### src/rtl/rrff_pkg.sv
// rrff_pkg: shared types, message codes and action codes of the route request flood filter
// no dependencies

package rrff_pkg;

  localparam logic [7:0]  MSG_REQ    = 8'd1;
  localparam logic [7:0]  MSG_REPLY  = 8'd2;
  localparam logic [7:0]  MSG_ERROR  = 8'd3;
  localparam logic [7:0]  MSG_ACK    = 8'd4;
  localparam logic [31:0] BCAST_ADDR = 32'hFFFF_FFFF;

  localparam int unsigned CFG_IW = 8;
  localparam int unsigned CFG_DW = 16;
  localparam logic [CFG_IW-1:0] REG_FILTER_EN = 8'd0;
  localparam logic [CFG_IW-1:0] REG_THRESHOLD = 8'd1;
  localparam logic [15:0] THRESH_RESET = 16'd10;
  localparam logic [15:0] CNT_MAX = 16'hFFFF;

  typedef enum logic [2:0] {
    ACT_HELLO           = 3'd0,
    ACT_REQ_FWD         = 3'd1,
    ACT_REQ_DROP_LISTED = 3'd2,
    ACT_REQ_DROP_NEW    = 3'd3,
    ACT_REPLY           = 3'd4,
    ACT_ERROR           = 3'd5,
    ACT_ACK             = 3'd6,
    ACT_UNKNOWN         = 3'd7
  } action_e;

  typedef enum logic [1:0] {
    ST_IDLE,
    ST_SCAN,
    ST_COUNT,
    ST_DONE
  } state_e;

  typedef struct packed {
    logic done;
    logic hit;
  } scan_res_t;

  typedef struct packed {
    logic    done;
    action_e action;
  } cnt_res_t;

  function automatic action_e classify_msg(logic [7:0] t, logic [31:0] dst, logic [7:0] hop);
    action_e a;
    if (t == MSG_REPLY && hop == 8'd0 && dst == BCAST_ADDR) begin
      a = ACT_HELLO;
    end else begin
      unique case (t)
        MSG_REQ:   a = ACT_REQ_FWD;
        MSG_REPLY: a = ACT_REPLY;
        MSG_ERROR: a = ACT_ERROR;
        MSG_ACK:   a = ACT_ACK;
        default:   a = ACT_UNKNOWN;
      endcase
    end
    return a;
  endfunction

endpackage

### src/rtl/rrff_if.sv
// rrff_in_if / rrff_out_if: valid-ready channels for messages and actions
// no dependencies

interface rrff_in_if;
  logic        valid;
  logic        ready;
  logic [7:0]  msg_type;
  logic [31:0] src_ip;
  logic [31:0] dst_ip;
  logic [7:0]  hop_limit;

  modport source (output valid, msg_type, src_ip, dst_ip, hop_limit, input ready);
  modport sink   (input valid, msg_type, src_ip, dst_ip, hop_limit, output ready);
endinterface

interface rrff_out_if;
  logic       valid;
  logic       ready;
  logic [2:0] action;
  logic       table_full;

  modport source (output valid, action, table_full, input ready);
  modport sink   (input valid, action, table_full, output ready);
endinterface

### src/rtl/rrff_src_table.sv
// rrff_src_table: source address memory with a sequential lookup scan
// depends on rrff_pkg

module rrff_src_table
  import rrff_pkg::*;
#(
  parameter int unsigned TABLE_ENTRIES = 64
) (
  input  logic                             clk_i,
  input  logic                             rst_ni,
  input  logic                             start_i,
  input  logic [31:0]                      key_i,
  input  logic [$clog2(TABLE_ENTRIES+1)-1:0] fill_i,
  input  logic                             wr_en_i,
  input  logic [$clog2(TABLE_ENTRIES)-1:0] wr_idx_i,
  input  logic [31:0]                      wr_data_i,
  output scan_res_t                        res_o,
  output logic [$clog2(TABLE_ENTRIES)-1:0] idx_o
);

  localparam int unsigned IW = $clog2(TABLE_ENTRIES);
  localparam int unsigned CW = $clog2(TABLE_ENTRIES + 1);

  logic [31:0]   mem_q [TABLE_ENTRIES];
  logic [31:0]   rdata_q;
  logic          busy_q;
  logic [CW-1:0] addr_q;
  logic          cmp_vld_q;
  logic [IW-1:0] cmp_idx_q;
  logic          issue;
  logic          hit;
  logic          done;

  assign issue = busy_q && (addr_q < fill_i);
  assign hit   = busy_q && cmp_vld_q && (rdata_q == key_i);
  // the last read is issued in the cycle before the address reaches the fill level
  assign done  = busy_q && (hit || (addr_q >= fill_i));

  always_ff @(posedge clk_i) begin
    if (wr_en_i) begin
      mem_q[wr_idx_i] <= wr_data_i;
    end
    if (issue) begin
      rdata_q   <= mem_q[addr_q[IW-1:0]];
      cmp_idx_q <= addr_q[IW-1:0];
    end
  end

  always_ff @(posedge clk_i or negedge rst_ni) begin
    if (!rst_ni) begin
      busy_q    <= 1'b0;
      addr_q    <= '0;
      cmp_vld_q <= 1'b0;
    end else if (start_i) begin
      busy_q    <= 1'b1;
      addr_q    <= '0;
      cmp_vld_q <= 1'b0;
    end else if (done) begin
      busy_q    <= 1'b0;
      cmp_vld_q <= 1'b0;
    end else begin
      if (issue) begin
        addr_q <= addr_q + CW'(1);
      end
      cmp_vld_q <= issue;
    end
  end

  assign res_o.done = done;
  assign res_o.hit  = hit;
  assign idx_o      = cmp_idx_q;

endmodule

### src/rtl/rrff_cnt_table.sv
// rrff_cnt_table: per-entry request count and blacklist memory, read-modify-write
// depends on rrff_pkg

module rrff_cnt_table
  import rrff_pkg::*;
#(
  parameter int unsigned TABLE_ENTRIES = 64
) (
  input  logic                             clk_i,
  input  logic                             rst_ni,
  input  logic                             upd_i,
  input  logic                             ins_i,
  input  logic [$clog2(TABLE_ENTRIES)-1:0] idx_i,
  input  logic [15:0]                      thresh_i,
  output cnt_res_t                         res_o
);

  localparam int unsigned IW = $clog2(TABLE_ENTRIES);

  // entry word: blacklisted flag on top of the 16-bit count
  logic [16:0]   mem_q [TABLE_ENTRIES];
  logic [16:0]   rdata_q;
  logic          pend_q;
  logic [IW-1:0] idx_q;
  logic [15:0]   cnt_n;
  logic          over;
  logic          wr_en;
  logic [IW-1:0] wr_idx;
  logic [16:0]   wr_data;

  assign cnt_n   = (rdata_q[15:0] == CNT_MAX) ? rdata_q[15:0] : rdata_q[15:0] + 16'd1;
  assign over    = cnt_n > thresh_i;
  // a listed source is left as it is
  assign wr_en   = ins_i || (pend_q && !rdata_q[16]);
  assign wr_idx  = ins_i ? idx_i : idx_q;
  assign wr_data = ins_i ? {1'b0, 16'd1} : {over, cnt_n};

  always_ff @(posedge clk_i) begin
    if (wr_en) begin
      mem_q[wr_idx] <= wr_data;
    end
    if (upd_i) begin
      rdata_q <= mem_q[idx_i];
      idx_q   <= idx_i;
    end
  end

  always_ff @(posedge clk_i or negedge rst_ni) begin
    if (!rst_ni) begin
      pend_q <= 1'b0;
    end else begin
      pend_q <= upd_i;
    end
  end

  always_comb begin
    res_o.done = pend_q;
    if (rdata_q[16]) begin
      res_o.action = ACT_REQ_DROP_LISTED;
    end else if (over) begin
      res_o.action = ACT_REQ_DROP_NEW;
    end else begin
      res_o.action = ACT_REQ_FWD;
    end
  end

endmodule

### src/rtl/route_request_flood_filter_top.sv
// route_request_flood_filter_top: classifies routing control messages and filters
// route request floods per source; depends on rrff_pkg, rrff_if, rrff_src_table, rrff_cnt_table
//
//  channel  | dir | handshake      | payload
//  in_if    | in  | valid / ready  | msg_type, src_ip, dst_ip, hop_limit
//  out_if   | out | valid / ready  | action, table_full
//  cfg      | in  | cfg_we_i       | cfg_idx_i, cfg_data_i (write only)
//
// a non-request message, or any request with the filter off, goes from ST_IDLE to ST_DONE and
// from there into the output register; a filtered request scans the source memory at one entry
// per cycle until a hit or the fill level, at most TABLE_ENTRIES entries, and for a known source
// then updates its count in ST_COUNT; the next transaction is taken once ST_IDLE is reached again
// one message is worked on at a time; the next is taken while a result waits in the output
// register, and a finished result waits in ST_DONE while the output register is still full
// reset clears the fill level and control state; memory contents are not cleared

module route_request_flood_filter_top
  import rrff_pkg::*;
#(
  parameter int unsigned TABLE_ENTRIES = 64
) (
  input  logic              clk_i,
  input  logic              rst_ni,
  input  logic              cfg_we_i,
  input  logic [CFG_IW-1:0] cfg_idx_i,
  input  logic [CFG_DW-1:0] cfg_data_i,
  rrff_in_if.sink           in_if,
  rrff_out_if.source        out_if
);

  localparam int unsigned IW = $clog2(TABLE_ENTRIES);
  localparam int unsigned CW = $clog2(TABLE_ENTRIES + 1);

  state_e        state_q, state_d;
  logic          filter_en_q;
  logic [15:0]   thresh_q;
  logic [CW-1:0] fill_q;
  logic [31:0]   src_q;
  action_e       act_q, act_d;
  logic          full_q, full_d;
  logic          out_valid_q;
  action_e       out_act_q;
  logic          out_full_q;

  logic          in_ready;
  logic          accept;
  logic          go_scan;
  logic          out_free;
  logic          tbl_full;
  logic          scan_start;
  logic          cnt_upd;
  logic          ins;
  logic          out_load;
  scan_res_t     scan_res;
  logic [IW-1:0] scan_idx;
  cnt_res_t      cnt_res;

  assign accept   = in_if.valid && in_ready;
  assign go_scan  = (in_if.msg_type == MSG_REQ) && filter_en_q;
  assign out_free = !out_valid_q || out_if.ready;
  assign tbl_full = (fill_q == CW'(TABLE_ENTRIES));

  rrff_src_table #(
    .TABLE_ENTRIES(TABLE_ENTRIES)
  ) u_src_table (
    .clk_i    (clk_i),
    .rst_ni   (rst_ni),
    .start_i  (scan_start),
    .key_i    (src_q),
    .fill_i   (fill_q),
    .wr_en_i  (ins),
    .wr_idx_i (fill_q[IW-1:0]),
    .wr_data_i(src_q),
    .res_o    (scan_res),
    .idx_o    (scan_idx)
  );

  rrff_cnt_table #(
    .TABLE_ENTRIES(TABLE_ENTRIES)
  ) u_cnt_table (
    .clk_i   (clk_i),
    .rst_ni  (rst_ni),
    .upd_i   (cnt_upd),
    .ins_i   (ins),
    .idx_i   (cnt_upd ? scan_idx : fill_q[IW-1:0]),
    .thresh_i(thresh_q),
    .res_o   (cnt_res)
  );

  // next state
  always_comb begin
    state_d = state_q;
    unique case (state_q)
      ST_IDLE: begin
        if (accept) begin
          state_d = go_scan ? ST_SCAN : ST_DONE;
        end
      end
      ST_SCAN: begin
        if (scan_res.done) begin
          state_d = scan_res.hit ? ST_COUNT : ST_DONE;
        end
      end
      ST_COUNT: begin
        if (cnt_res.done) begin
          state_d = ST_DONE;
        end
      end
      ST_DONE: begin
        if (out_free) begin
          state_d = ST_IDLE;
        end
      end
      default: state_d = ST_IDLE;
    endcase
  end

  // outputs of the state machine
  always_comb begin
    in_ready   = 1'b0;
    scan_start = 1'b0;
    cnt_upd    = 1'b0;
    ins        = 1'b0;
    out_load   = 1'b0;
    act_d      = act_q;
    full_d     = full_q;
    unique case (state_q)
      ST_IDLE: begin
        in_ready = 1'b1;
        if (accept) begin
          scan_start = go_scan;
          act_d      = classify_msg(in_if.msg_type, in_if.dst_ip, in_if.hop_limit);
          full_d     = 1'b0;
        end
      end
      ST_SCAN: begin
        if (scan_res.done) begin
          if (scan_res.hit) begin
            cnt_upd = 1'b1;
          end else begin
            // unknown source: enter it, or forward it untracked when no entry is left
            act_d  = ACT_REQ_FWD;
            ins    = !tbl_full;
            full_d = tbl_full;
          end
        end
      end
      ST_COUNT: begin
        if (cnt_res.done) begin
          act_d = cnt_res.action;
        end
      end
      ST_DONE: begin
        out_load = out_free;
      end
      default: begin
        in_ready = 1'b0;
      end
    endcase
  end

  always_ff @(posedge clk_i or negedge rst_ni) begin
    if (!rst_ni) begin
      state_q     <= ST_IDLE;
      filter_en_q <= 1'b0;
      thresh_q    <= THRESH_RESET;
      fill_q      <= '0;
      out_valid_q <= 1'b0;
    end else begin
      state_q <= state_d;
      if (cfg_we_i && cfg_idx_i == REG_FILTER_EN) begin
        filter_en_q <= cfg_data_i[0];
      end
      if (cfg_we_i && cfg_idx_i == REG_THRESHOLD) begin
        thresh_q <= cfg_data_i[15:0];
      end
      if (ins) begin
        fill_q <= fill_q + CW'(1);
      end
      if (out_load) begin
        out_valid_q <= 1'b1;
      end else if (out_if.ready) begin
        out_valid_q <= 1'b0;
      end
    end
  end

  always_ff @(posedge clk_i) begin
    if (accept) begin
      src_q <= in_if.src_ip;
    end
    act_q  <= act_d;
    full_q <= full_d;
    if (out_load) begin
      out_act_q  <= act_q;
      out_full_q <= full_q;
    end
  end

  assign in_if.ready       = in_ready;
  assign out_if.valid      = out_valid_q;
  assign out_if.action     = out_act_q;
  assign out_if.table_full = out_full_q;

endmodule

### src/flat_wrapper.sv
// flat-port wrapper written by rule: the top's interface ports become plain ports
module route_request_flood_filter_top_flat import rrff_pkg::*;
#(
  parameter int unsigned TABLE_ENTRIES = 64
)
  (clk_i, rst_ni, cfg_we_i, cfg_idx_i, cfg_data_i, in_if_valid, in_if_msg_type, in_if_src_ip, in_if_dst_ip, in_if_hop_limit, in_if_ready, out_if_valid, out_if_action, out_if_table_full, out_if_ready);
  rrff_in_if in_if_i ();
  rrff_out_if out_if_i ();
  input  logic clk_i;
  input  logic rst_ni;
  input  logic cfg_we_i;
  input  logic [CFG_IW-1:0] cfg_idx_i;
  input  logic [CFG_DW-1:0] cfg_data_i;
  input wire logic [$bits(in_if_i.valid)-1:0] in_if_valid;
  input wire logic [$bits(in_if_i.msg_type)-1:0] in_if_msg_type;
  input wire logic [$bits(in_if_i.src_ip)-1:0] in_if_src_ip;
  input wire logic [$bits(in_if_i.dst_ip)-1:0] in_if_dst_ip;
  input wire logic [$bits(in_if_i.hop_limit)-1:0] in_if_hop_limit;
  output wire logic [$bits(in_if_i.ready)-1:0] in_if_ready;
  output wire logic [$bits(out_if_i.valid)-1:0] out_if_valid;
  output wire logic [$bits(out_if_i.action)-1:0] out_if_action;
  output wire logic [$bits(out_if_i.table_full)-1:0] out_if_table_full;
  input wire logic [$bits(out_if_i.ready)-1:0] out_if_ready;
  assign in_if_i.valid = in_if_valid;
  assign in_if_i.msg_type = in_if_msg_type;
  assign in_if_i.src_ip = in_if_src_ip;
  assign in_if_i.dst_ip = in_if_dst_ip;
  assign in_if_i.hop_limit = in_if_hop_limit;
  assign in_if_ready = in_if_i.ready;
  assign out_if_valid = out_if_i.valid;
  assign out_if_action = out_if_i.action;
  assign out_if_table_full = out_if_i.table_full;
  assign out_if_i.ready = out_if_ready;
  route_request_flood_filter_top #(.TABLE_ENTRIES(TABLE_ENTRIES)) u_core (.clk_i(clk_i), .rst_ni(rst_ni), .cfg_we_i(cfg_we_i), .cfg_idx_i(cfg_idx_i), .cfg_data_i(cfg_data_i), .in_if(in_if_i), .out_if(out_if_i));
endmodule
### config.mk
export PLATFORM = sky130hd
export DESIGN_NAME = route_request_flood_filter_top_flat
export DESIGN_NICKNAME = d
export VERILOG_FILES = /design/src/rtl/rrff_pkg.sv /design/src/rtl/rrff_if.sv /design/src/rtl/rrff_src_table.sv /design/src/rtl/rrff_cnt_table.sv /design/src/rtl/route_request_flood_filter_top.sv /design/src/flat_wrapper.sv
export SDC_FILE = /design/constraint.sdc
export NUM_CORES = 2
export LEC_CHECK = 0
export BUFFER_PORTS_ARGS = -buffer_cell sky130_fd_sc_hd__buf_2
export CELL_PAD_IN_SITES_DETAIL_PLACEMENT = 0
export CELL_PAD_IN_SITES_GLOBAL_PLACEMENT = 1
export CORE_UTILIZATION = 35
export DETAILED_ROUTE_END_ITERATION = 16
export PLACE_DENSITY_LB_ADDON = 0.05
export SETUP_SLACK_MARGIN = 0.4
export SYNTH_ARGS = -nofsm -noshare
export SYNTH_HDL_FRONTEND = slang
export SYNTH_SLANG_ARGS = --single-unit
### constraint.sdc
create_clock -name clk_i -period 10.1 [get_ports clk_i]
set_input_delay 1.515 -clock clk_i [delete_from_list [all_inputs] [get_ports clk_i]]
set_output_delay 1.515 -clock clk_i [all_outputs]
set_load 0.01 [all_outputs]
==> results by stage <==
Outcome:
- The flow ran to the end, and the final reports show no timing, DRC or antenna violations.

Final layout:
- The number of nets in the layout is 6677.
- Of the cells placed in the final design, the portion with a size suffix greater than 1 is 25.12%.
- After the flow finishes, the layout carries non-filler instances totaling 11600.
- Relative to the synthesized area, the layout overhead comes to 15.30%.
- At the end of the flow the core is filled with cells to 40.60%.

Place:
- At the end of routability-driven placement, the weighted congestion stood at 0.7362.
- The placed instance count is 10940.
- In this run the tool buffered the top-level ports with 114 buffer cells.
- The estimated wirelength of the detail-placed design is 215400 um.
- Timing analysis after detailed placement gives a worst setup slack of 2209 ps.

GRT:
- The overall track demand over capacity in global routing is 20.91%.
- Entering global routing, the biggest net connects 107 pins.
- Global routing consumed, on the met2 layer, 36.36% of the routing resources.
- The global-route wire length before repair is 531700 um.
- Global routing consumed, on the met3 layer, 2.352% of the routing resources.
- The final global-route overflow total is 0.
- The via count of the first global-routing pass is 64030.
- The met1 usage is 28.31%.
- met2 is the most crowded layer.
- The number of antenna violations at the first check in global routing is 26.

STA:
- At the pin with the least slew margin, the transition time is 1362 ps.
- The worst hold margin is 421.7 ps.
- Measured against its own limit, the worst slew margin works out to 9.105%.
- The clock period could shrink to 7604 ps.
- The final number of setup-violating endpoints is 0.
- The share of the clock period used by the worst path is 75.28%.
- The final worst clock skew is 63.42 ps.
- Timing would allow up to 131.5 MHz.
- The final count of pins violating max slew is 0.
- Setup repair after global routing left no endpoint under its margin.
- The final hold violation count is 0.
- The smallest setup slack after layout is 2496 ps.
- The sum of negative setup slack is 0 ps.

Yosys:
- In this run, synthesis inferred 3237 flip-flops with an integrated enable.
- Sequential cells were found to cover 77.51% of the synthesized design area.
- Synthesis produced 6106 cells.
- The share of Yosys cell area claimed by the top area cell type is 76.78%.
- Each instance of the synthesized netlist takes up on average 20.73 um^2.
- After synthesis, the cell types taking the most area are sky130_fd_sc_hd__edfxtp_1 (77%), sky130_fd_sc_hd__mux4_2 (12%), sky130_fd_sc_hd__mux2i_1 (3.0%).
- Of all flip-flops after synthesis, the portion carrying an async set or reset was 1.130%.
- The flip-flop and latch count after synthesis is 3274.
- The cell area after synthesis is 0.1266 mm^2.
- The total of warnings raised by yosys is 0.
- sky130_fd_sc_hd__edfxtp_1 takes more of the synthesized area than any other cell.
- The count of cell types in the netlist is 55.
- The synthesized net count is 6246.
- The predominant post-synthesis flop cell is sky130_fd_sc_hd__edfxtp_1.

Detailed routing:
- After detailed routing, the average wire length per cell comes to 33.12 um.
- After detailed routing, the number of remaining DRC violations is 0.
- Using the TritonRoute via totals, the vias-per-cell ratio works out to 5.332.
- Once detail routing completed, the nets flagged for antenna violations numbered 0.
- The final route contains 61850 vias.
- The detailed router finished its first iteration with 5346 violations.
- The pre-antenna-repair detailed-routing pass consisted of 7 iterations.
- The total routed wirelength is 384200 um.

Floorplan:
- The number of standard-cell rows in the floorplan is 220.
- The width of the chip is 603.4 um.
- The vertical die dimension is 603.4 um.
- The top-level port count is 115.
- The core box area is 0.3595 mm^2.
- The die footprint is 0.3641 mm^2.
- The initial core utilization is 35.22%.

CTS:
- For the worst-skew pair, the clock arrives at the later sink with an insertion delay of 950 ps.
- Counting every sink on the clock net gives 3274.
- The total CTS buffers is 371.
- The cell at the root of the clock tree is sky130_fd_sc_hd__clkbuf_16.
- Buffers inserted to repair hold after CTS numbered 0.
- Clock-pin slew was measured on the worst setup and hold paths at 60 ps.
- The TritonCTS clock tree is yes.
- Post-CTS repair changed the size of 0 cells.
- In this run the deepest clock path goes through 4 buffers.
- The number of setup buffers added after CTS is 0.
- The depth of the CTS H-tree is 5.

Worst setup path:
- The sort of element at the start of the critical path is a flip-flop.
- The arrival time reported for the critical path endpoint is 8170 ps.
- The setup path with the least slack is of type flip-flop to flip-flop.
- The worst setup path is captured at a flip-flop.
- The biggest fanout along the worst timing path is 65.
- The required time of the critical path is 10670 ps.
- The most critical setup path has its startpoint at u_core.src_q[10]$_DFFE_PP_.
- In this run the critical register-to-register path is launched from u_core.src_q[10]$_DFFE_PP_.

Flow run:
- The tool flagged a number of max-cap violations equal to 0.

Power:
- The largest voltage drop on the vdd net is 0.1381 mV.
- In this run the power density over the cells is 187.9 mW/mm^2.
- The reported leakage power is 47.24 nW.

Worst hold path:
- The worst hold path belongs to the class flip-flop to flip-flop.
- The beginning of the worst hold path is u_core.act_q[2]$_DFFE_PP_.
-- area by class of cell --
class / count / area, um^2
fillers: 32010 / 213500
clock buffers: 457 / 9807
multi-input cells: 2476 / 27840
diodes: 6 / 15.01
inverters: 36 / 142.6
flip-flops and latches: 3274 / 98150
repair buffers: 378 / 2660
well taps: 4773 / 5972
clock inverters: 199 / 1379
-- registers in the layout (all words and copies together), names as in the netlist, 2 cells and up --
register	flops
u_core.u_cnt_table.idx_q	6
u_core.out_if.action	3
u_core.src_q	32
u_core.state_q	2
u_core.act_q	3
u_core.thresh_q	16
u_core.u_cnt_table.mem_q	1088
u_core.fill_q	7
u_core.u_src_table.idx_o	6
u_core.u_src_table.addr_q	7
u_core.u_cnt_table.rdata_q	17
u_core.u_src_table.mem_q	2048
u_core.u_src_table.rdata_q	32
-- cell usage in the layout (no fill, tap or decap), drive strengths merged, types with 35 or more instances in the layout --
| cell | n |
|---|---|
| a211oi | 102 |
| and3 | 139 |
| buf | 378 |
| clkbuf | 457 |
| clkinv | 170 |
| dfrtp | 35 |
| edfxtp | 3237 |
| inv | 45 |
| mux2i | 379 |
| mux4 | 672 |
| nand2 | 406 |
| nand3 | 42 |
| nor2 | 191 |
| nor4 | 47 |
| o22ai | 137 |
| or4 | 35 |
| xnor2 | 37 |
-- worst paths after layout --
check	endpoint	slack, ps	depth (start not counted)
max in group asynchronous	u_core.u_src_table.addr_q[3]$_DFFE_PN0P_	8840	2
worst min-delay path	u_core.out_if.action[2]$_DFFE_PP_	420	0
worst max register to register	u_core.u_src_table.mem_q[36][28]$_DFFE_PP_	2500	12
worst min register to register	u_core.out_if.action[2]$_DFFE_PP_	420	0
worst max-delay path	u_core.u_src_table.mem_q[36][28]$_DFFE_PP_	2500	12
min in group asynchronous	u_core.thresh_q[10]$_DFFE_PN0P_	690	2
-- Yosys cell counts, drive strengths merged, types with 19 or more instances --
| library cell | count |
|---|---|
| a211oi | 102 |
| a21oi | 22 |
| a311oi | 34 |
| and3 | 139 |
| buf | 118 |
| clkbuf | 202 |
| dfrtp | 35 |
| edfxtp | 3237 |
| ha | 31 |
| inv | 34 |
| mux2 | 19 |
| mux2i | 379 |
| mux4 | 672 |
| nand2 | 406 |
| nand3 | 42 |
| nand4 | 25 |
| nor2 | 191 |
| nor4 | 47 |
| o21ai | 26 |
| o22ai | 137 |
| or4 | 35 |
| xnor2 | 37 |
-- critical path: stages (launching register included) --
cell and delay (ps):
sky130_fd_sc_hd__edfxtp_1 320, sky130_fd_sc_hd__buf_4 510, sky130_fd_sc_hd__xor2_1 140, sky130_fd_sc_hd__nor4_1 870
sky130_fd_sc_hd__nand2_1 250, sky130_fd_sc_hd__nor3_1 920, sky130_fd_sc_hd__buf_4 290, sky130_fd_sc_hd__o21ai_0 390
sky130_fd_sc_hd__or3_1 530, sky130_fd_sc_hd__nor2_1 250, sky130_fd_sc_hd__nand3_1 830, sky130_fd_sc_hd__nor2_4 1200
sky130_fd_sc_hd__buf_4 530
-- metrics by stage --
stage / area, um^2 / total power, mW
finish: 146000 / 27.43
CTS: 145900 / 27.76
floorplan: 126600 / 15.01
global route: 146000 / 28.24
global placement: 134700 / 15.05
detailed placement: 134800 / 15.05
-- logic make-up (layout without fill, tap and decap cells) --
| group | count (synthesis) | in the layout | share of synthesized area (%) |
|---|---|---|---|
| mux | 1070 | 1070 | 15.12 |
| fa+ha+maj | 31 | 31 | 0.3064 |
| other cells | 0 | 6 | 0 |
| buf+inv | 356 | 1070 | 1.113 |
| xor+xnor | 55 | 55 | 0.3805 |
| flops | 3274 | 3274 | 77.51 |
| compound gates | 349 | 349 | 1.907 |
| simple gates | 971 | 971 | 3.658 |
-- where the power goes --
| group | switching, mW | internal (mW) | total, mW | leakage (nW) |
|---|---|---|---|---|
| combinational | 0.0314 | 0.0229 | 0.0543 | 14.9 |
| sequential | 0.00245 | 14.7 | 14.7 | 26.8 |
| clock | 5.44 | 7.23 | 12.7 | 5.49 |
-- routing by layer --
| layer | part of all wire (%) | routed length, um | vias up |
|---|---|---|---|
| li1 | - | - | 26180 |
| met1 | 44 | 167400 | 33920 |
| met2 | 51 | 195400 | 1286 |
| met3 | 3.6 | 13690 | 460 |
| met4 | 2.0 | 7710 | 2 |
| met5 | 0.0023 | 9 | - |
Note: power is estimated with default switching activity, not from simulation.
